### config.mk
export PLATFORM = sky130hd
export DESIGN_NAME = tmcw_ctrl
export DESIGN_NICKNAME = d
export VERILOG_FILES = /design/src/hw/rtl/tmcw_pkg.sv /design/src/hw/rtl/tmcw_ctrl.sv
export SDC_FILE = /design/constraint.sdc
export NUM_CORES = 1
export LEC_CHECK = 0
export ABC_AREA = 1
export BUFFER_PORTS_ARGS = -buffer_cell sky130_fd_sc_hd__buf_4
export CAP_MARGIN = 20
export CORE_ASPECT_RATIO = 0.8
export CORE_MARGIN = 2
export CORE_UTILIZATION = 35
export DETAILED_ROUTE_END_ITERATION = 8
export PLACE_DENSITY = 0.62
export SYNTH_ARGS = -nofsm -noshare
export SYNTH_HDL_FRONTEND = slang
export SYNTH_SLANG_ARGS = --single-unit
### constraint.sdc
create_clock -name clk -period 5.1 [get_ports clk]
set_clock_uncertainty 0.05 [all_clocks]
set_input_delay 0.255 -clock clk [delete_from_list [all_inputs] [get_ports clk]]
set_output_delay 0.255 -clock clk [all_outputs]
set_load 0.005 [all_outputs]
### src/hw/rtl/tmcw_pkg.sv
// shared types and constants for the text-mode console writer
package tmcw_pkg;

    // default screen geometry
    localparam int DEF_COLUMNS = 80;
    localparam int DEF_ROWS    = 25;

    // configuration port
    localparam int CFG_IDX_W  = 1;
    localparam int CFG_DATA_W = 4;
    localparam logic [CFG_IDX_W-1:0] CFG_FOREGROUND = 1'b0;
    localparam logic [CFG_IDX_W-1:0] CFG_BACKGROUND = 1'b1;
    localparam logic [3:0] FOREGROUND_RESET = 4'd7;
    localparam logic [3:0] BACKGROUND_RESET = 4'd0;

    // character and cell codes
    localparam logic [7:0]  NULL_CHAR    = 8'h00;
    localparam logic [7:0]  NEWLINE_CHAR = 8'h0A;
    localparam logic [7:0]  BLANK_CHAR   = 8'h20;
    localparam logic [15:0] BLANK_CELL   = 16'h0020;

    // transaction modes
    typedef enum logic [1:0] {
        MODE_PRINT = 2'd0,
        MODE_WRITE = 2'd1,
        MODE_READ  = 2'd2,
        MODE_NONE  = 2'd3
    } mode_t;

    // sequencer states
    typedef enum logic [2:0] {
        ST_CLEAR,
        ST_IDLE,
        ST_SCROLL,
        ST_FILL,
        ST_RESP
    } state_t;

    // result status from sequencer to top level
    typedef struct packed {
        logic done;
        logic accepted;
        logic scrolled;
        logic cell_sel;
    } result_t;

endpackage

### src/hw/rtl/tmcw_ctrl.sv
// sequencer: cursor, clearing pass, print/write/read and scroll copy
module tmcw_ctrl #(
    parameter int COLUMNS = tmcw_pkg::DEF_COLUMNS,
    parameter int ROWS    = tmcw_pkg::DEF_ROWS,
    localparam int CELLS  = COLUMNS * ROWS,
    localparam int ADDR_W = $clog2(CELLS),
    localparam int COL_W  = $clog2(COLUMNS),
    localparam int ROW_W  = $clog2(ROWS)
) (
    input  logic                clk,
    input  logic                rst_n,
    input  logic                start,
    input  logic [1:0]          mode,
    input  logic [7:0]          char_code,
    input  logic [7:0]          pos_x,
    input  logic [5:0]          pos_y,
    input  logic [7:0]          attr,
    input  logic [15:0]         rdata,
    output logic                busy,
    output logic [COL_W-1:0]    col,
    output logic [ROW_W-1:0]    line,
    output tmcw_pkg::result_t   res,
    output logic                mem_we,
    output logic [ADDR_W-1:0]   mem_waddr,
    output logic [15:0]         mem_wdata,
    output logic [ADDR_W-1:0]   mem_raddr
);

    localparam int CNT_W = $clog2(CELLS + 1);

    tmcw_pkg::state_t  state_reg, state_next;
    logic [CNT_W-1:0]  idx_reg, idx_next;
    logic [COL_W-1:0]  col_reg, col_next;
    logic [ROW_W-1:0]  line_reg, line_next;
    logic              accepted_reg, accepted_next;
    logic              scrolled_reg, scrolled_next;
    logic              cell_sel_reg, cell_sel_next;

    logic              take;
    logic              pos_ok;
    logic [ADDR_W-1:0] pos_addr;
    logic [ADDR_W-1:0] cur_addr;
    logic              at_last_col;
    logic              at_last_row;
    logic [CNT_W-1:0]  copy_dst;

    // address and range decode
    assign take        = start && (state_reg == tmcw_pkg::ST_IDLE);
    assign pos_ok      = ({1'b0, pos_x} < 9'(COLUMNS)) && ({1'b0, pos_y} < 7'(ROWS));
    assign pos_addr    = ADDR_W'(pos_y[ROW_W-1:0]) * ADDR_W'(COLUMNS)
                         + ADDR_W'(pos_x[COL_W-1:0]);
    assign cur_addr    = ADDR_W'(line_reg) * ADDR_W'(COLUMNS) + ADDR_W'(col_reg);
    assign at_last_col = (col_reg == COL_W'(COLUMNS - 1));
    assign at_last_row = (line_reg == ROW_W'(ROWS - 1));
    assign copy_dst    = idx_reg - CNT_W'(COLUMNS + 1);

    // state and datapath registers
    always_ff @(posedge clk or negedge rst_n)
    begin
        if (!rst_n)
        begin
            state_reg    <= tmcw_pkg::ST_CLEAR;
            idx_reg      <= '0;
            col_reg      <= '0;
            line_reg     <= '0;
            accepted_reg <= 1'b0;
            scrolled_reg <= 1'b0;
            cell_sel_reg <= 1'b0;
        end
        else
        begin
            state_reg    <= state_next;
            idx_reg      <= idx_next;
            col_reg      <= col_next;
            line_reg     <= line_next;
            accepted_reg <= accepted_next;
            scrolled_reg <= scrolled_next;
            cell_sel_reg <= cell_sel_next;
        end
    end

    // next state and memory port control
    always_comb
    begin
        state_next    = state_reg;
        idx_next      = idx_reg;
        col_next      = col_reg;
        line_next     = line_reg;
        accepted_next = accepted_reg;
        scrolled_next = scrolled_reg;
        cell_sel_next = cell_sel_reg;
        mem_we        = 1'b0;
        mem_waddr     = cur_addr;
        mem_wdata     = {attr, char_code};
        mem_raddr     = pos_addr;

        case (state_reg)
            // blank the whole buffer after reset
            tmcw_pkg::ST_CLEAR:
            begin
                mem_we    = 1'b1;
                mem_waddr = idx_reg[ADDR_W-1:0];
                mem_wdata = tmcw_pkg::BLANK_CELL;
                if (idx_reg == CNT_W'(CELLS - 1))
                begin
                    state_next = tmcw_pkg::ST_IDLE;
                    idx_next   = '0;
                end
                else
                begin
                    idx_next = idx_reg + CNT_W'(1);
                end
            end

            // accept a transaction, do the single cell access
            tmcw_pkg::ST_IDLE:
            begin
                if (take)
                begin
                    state_next    = tmcw_pkg::ST_RESP;
                    accepted_next = 1'b0;
                    scrolled_next = 1'b0;
                    cell_sel_next = 1'b0;
                    case (mode)
                        tmcw_pkg::MODE_PRINT:
                        begin
                            accepted_next = 1'b1;
                            if (char_code != tmcw_pkg::NULL_CHAR)
                            begin
                                if (char_code != tmcw_pkg::NEWLINE_CHAR)
                                begin
                                    mem_we = 1'b1;
                                end
                                if ((char_code == tmcw_pkg::NEWLINE_CHAR) || at_last_col)
                                begin
                                    col_next = '0;
                                    if (at_last_row)
                                    begin
                                        scrolled_next = 1'b1;
                                        state_next    = tmcw_pkg::ST_SCROLL;
                                        idx_next      = CNT_W'(COLUMNS);
                                    end
                                    else
                                    begin
                                        line_next = line_reg + ROW_W'(1);
                                    end
                                end
                                else
                                begin
                                    col_next = col_reg + COL_W'(1);
                                end
                            end
                        end
                        tmcw_pkg::MODE_WRITE:
                        begin
                            accepted_next = pos_ok;
                            mem_we        = pos_ok;
                            mem_waddr     = pos_addr;
                        end
                        tmcw_pkg::MODE_READ:
                        begin
                            accepted_next = pos_ok;
                            cell_sel_next = pos_ok;
                        end
                        default:
                        begin
                            accepted_next = 1'b0;
                        end
                    endcase
                end
            end

            // move every line up by one: read ahead, write one row higher
            tmcw_pkg::ST_SCROLL:
            begin
                mem_raddr = idx_reg[ADDR_W-1:0];
                mem_we    = (idx_reg != CNT_W'(COLUMNS));
                mem_waddr = copy_dst[ADDR_W-1:0];
                mem_wdata = rdata;
                if (idx_reg == CNT_W'(CELLS))
                begin
                    state_next = tmcw_pkg::ST_FILL;
                    idx_next   = CNT_W'(CELLS - COLUMNS);
                end
                else
                begin
                    idx_next = idx_reg + CNT_W'(1);
                end
            end

            // blank the bottom line in the current colors
            tmcw_pkg::ST_FILL:
            begin
                mem_we    = 1'b1;
                mem_waddr = idx_reg[ADDR_W-1:0];
                mem_wdata = {attr, tmcw_pkg::BLANK_CHAR};
                if (idx_reg == CNT_W'(CELLS - 1))
                begin
                    state_next = tmcw_pkg::ST_RESP;
                end
                else
                begin
                    idx_next = idx_reg + CNT_W'(1);
                end
            end

            // present the result for one cycle
            tmcw_pkg::ST_RESP:
            begin
                state_next = tmcw_pkg::ST_IDLE;
            end

            default:
            begin
                state_next = tmcw_pkg::ST_IDLE;
            end
        endcase
    end

    // status outputs
    assign busy         = (state_reg != tmcw_pkg::ST_IDLE);
    assign col          = col_reg;
    assign line         = line_reg;
    assign res.done     = (state_reg == tmcw_pkg::ST_RESP);
    assign res.accepted = accepted_reg;
    assign res.scrolled = scrolled_reg;
    assign res.cell_sel = cell_sel_reg;

endmodule

==> results by group <==
Synthesis
  • Xor/xnor cell area share of the yosys netlist: 0.02677
  • Post-synth top flop: dfrtp_1
  • Syn_nets: 688
  • Synth Area in Compound Gates: 0.1311
  • #FFs+latches synth: 29
  • Synth top area cells: nand2_1 (20%), dfrtp_1 (20%), nand3_1 (10%), ha_1 (9.4%), inv_1 (6.9%)
  • Sequential fraction of the synthesis area: 0.2017
  • Largest family of logic cells by synthesized area: simple AND/OR/NAND/NOR gates
  • Cell variety after synth: 31
  • Post-synth top area cell: nand2_1
  • Top cells by count, synth: nand2_1 (195), nand3_1 (73), inv_1 (66)
  • Post-Syn Area per Cell: 5.938 sq um
  • Synth Area in Adders: 0.1161
  • Mapped Cells: 606
  • Synth warn: 0
  • Synth Cell Area: 0.003598 sq mm
  • Top-area cell type share of the netlist area: 0.2034
  • Simple-Gate Fraction of Synth Area: 0.4207
  • Multiplexer share of the synthesized area: 0
  • Post-synth EDFFs: 0
  • Asr flop ratio synth: 1.000
  • Count leader, synth: nand2_1

Power
  • Sequential power share: 0.194
  • IR drop worst, VDD: 0.0002568 V
  • PwrDens: 472.9 mW/mm^2
  • Total power: 0.002183 W
  • Switching Fraction: 0.4993
  • P_int: 0.001093 W
  • Cell leakage power: 2.467 nW
  • Psw: 0.001090 W
  • Clock power share: 0.129
  • Logic pwr share: 0.676

Clock tree
  • Clock tree buffer depth: 2
  • CTS tree: built
  • Number of buffers created by CTS: 5
  • CTS resizes: 0
  • H-tree depth: 2
  • Post-CTS Setup Inserts: 0
  • Hold-fix buffers, CTS: 1
  • Clock slew at reported path FFs: 0.05 ns
  • CTS root buf: clkbuf_16
  • Clock Sinks: 29
  • Worst-Skew Late Latency: 0.28 ns

Worst setup path
  • WP data arrival: 2.72 ns
  • Worst-path cell with the longest stage delay: dfrtp_1
  • CP max stage delay: 0.65 ns
  • Critical Path End Type: primary output
  • CP Cell Sequence: nor2_1 > nand2_1 > inv_2 > nand2_1 > nand2_1 > a21oi_1 > nand3_1 > buf_4
  • Crit Path Category: register to primary output
  • Crit path max fanout: 36
  • Req. time, crit path: 4.80 ns
  • Most frequent CP cell: nand2_1
  • CP Launch Type: register

Global route
  • Largest net degree at the start of global routing: 37
  • Global Route Usage Sum: 0.2098
  • Grt met2 use: 0.3411
  • Met3 usage: 0.03442
  • Vias in the first global route: 3916
  • Overflow after GRT: 0
  • Global-route wire length before repair: 19.09 mm
  • Global route hottest layer: met2
  • GR Layer Usage met1: 0.2958
  • Initial antenna violation count: 0

Place
  • Port bufs: 106
  • Dpl cell area: 0.004471 sq mm
  • Placer Congestion: 0.8890
  • Post-DP HPWL: 9.493 mm
  • Placed instance count: 834

STA
  • Setup TNS: 0 ns
  • Min cycle time layout: 3.029 ns
  • Final Setup Violations: 0
  • Unrepaired setup endpoints after global routing: false
  • Worst Tran Pin Value: 0.6910 ns
  • Final hold vios: 0
  • Fmax: 330.1 MHz
  • Slew Limit Fails: 0
  • Period utilization: 0.5940
  • Relative slew margins: 0.5382

Die
  • Full die area: 0.01111 sq mm
  • Initial Util: 0.3557
  • Ports: 107
  • Area of the core: 0.01012 sq mm
  • Die Height: 94.69 um
  • Die width: 117.4 um
  • Row cnt: 33

Run status
  • Status: finished, final reports clean

Cells and area
  • Area growth syn-to-layout: 28.30%
  • Final Util: 0.4564
  • Multi-input gate area: 0.002500 sq mm
  • Final nets: 784
  • Max reg flops: 11
  • Fillers: 1075
  • Layout cells sized above 1: 0.1863
  • Reg area: 725.7 sq um
  • Post-route insts no fill: 843
  • Fin area: 0.004617 sq mm
  • Number of antenna diodes: 0

Drt
  • DR iter-0 viols: 298
  • DR WL/cell: 13.91 um
  • Routed Antenna Nets: 0
  • Vias per std cell: 5.065
  • Remaining DRCs: 0
  • Pre-Repair DR Iteration Count: 5
  • Total wire length: 11.73 mm
  • Via count: 4270

Job
  • # Max-Cap Violations: 0

Worst hold path
  • HP Class: input port to register
==> area by class of cell <==
class | count | area share
Sequential cell | 29 | 0.1572
Clock buffer | 8 | 0.02954
Timing Repair Buffer | 107 | 0.1745
Tap cell | 140 | 0.03794
Inverter | 73 | 0.05935
Multi-Input combinational cell | 486 | 0.5415
==> path summary, 6_finish.rpt <==
check                                    end  slack [ns]  cells past startpoint    startpoint
max in group asynchronous            line[3]        4.30                      2         rst_n
worst max-delay path            mem_waddr[8]        2.07                      8  state_reg[2]
worst min register to register  cell_sel_reg        0.44                      2  cell_sel_reg
min in group asynchronous         idx_reg[9]        0.40                      2         rst_n
worst min-delay path            accepted_reg        0.30                      4         start
worst max register to register  state_reg[1]        2.56                      8  state_reg[2]
==> worst max-delay path, delay by kind of cell, from the launching register on <==
kind | cells | cell delay (ns)
flops | 1 | 0.65
buf+inv | 2 | 0.61
simple gates | 5 | 1.04
compound gates | 1 | 0.13
==> metrics by stage <==
step | worst slack, ns | hold slack, ns
floorplan | 2.912 | -0.09059
global placement | 2.463 | 0.1582
detailed placement | 2.430 | 0.1639
CTS | 2.129 | 0.2991
global route | 1.759 | 0.3207
finish | 2.071 | 0.3004
==> logic make-up (layout without fill, tap and decap cells) <==
logic type | count (synthesis) | count (layout)
AOI/OAI and AO/OA | 88 | 88
xor gates and xnor gates | 11 | 11
adders and majority gates | 31 | 31
buffers and inverters | 91 | 188
DFF | 29 | 29
and+or+nand+nor | 356 | 356
==> power groups by stage <==
| stage | Clock, W | Combinational (W) | Sequential (W) |
|---|---|---|---|
| 6_report | 0.000282 | 0.00148 | 0.000424 |
| 5_1_grt | 0.000299 | 0.00166 | 0.000436 |
| 4_1_cts | 0.000287 | 0.00147 | 0.000420 |
| 3_5_place_dp | 0 | 0.00146 | 0.000422 |
| 3_3_place_gp | 0 | 0.00145 | 0.000423 |
| 2_1_floorplan | 0 | 0.000916 | 0.000358 |
==> cells in the final DEF (no fill, tap or decap), drive strengths merged, types with 2 or more instances in the layout <==
cell type	synthesis	routed
dfrtp	29	29
o22ai	3	3
inv	72	72
a21oi	28	28
nand3b	3	3
fa	4	4
o21ai	48	48
clkbuf	4	8
buf	14	106
nand4	14	14
nand3	73	73
nor3	6	6
nand2	201	201
nor2	58	58
a32o	2	2
ha	27	27
xor2	8	8
xnor2	3	3
o211ai	2	2
==> per-layer routing <==
| layer | wire, um | part of all wire | up-vias |
|---|---|---|---|
| met1 | 5475 | 0.47 | 1941 |
| met5 | 0 | 0 | - |
| met3 | 648 | 0.055 | 14 |
| li1 | - | - | 2176 |
| met4 | 133 | 0.011 | 0 |
| met2 | 5469 | 0.47 | 139 |
Note: power is estimated with default switching activity, not from simulation.
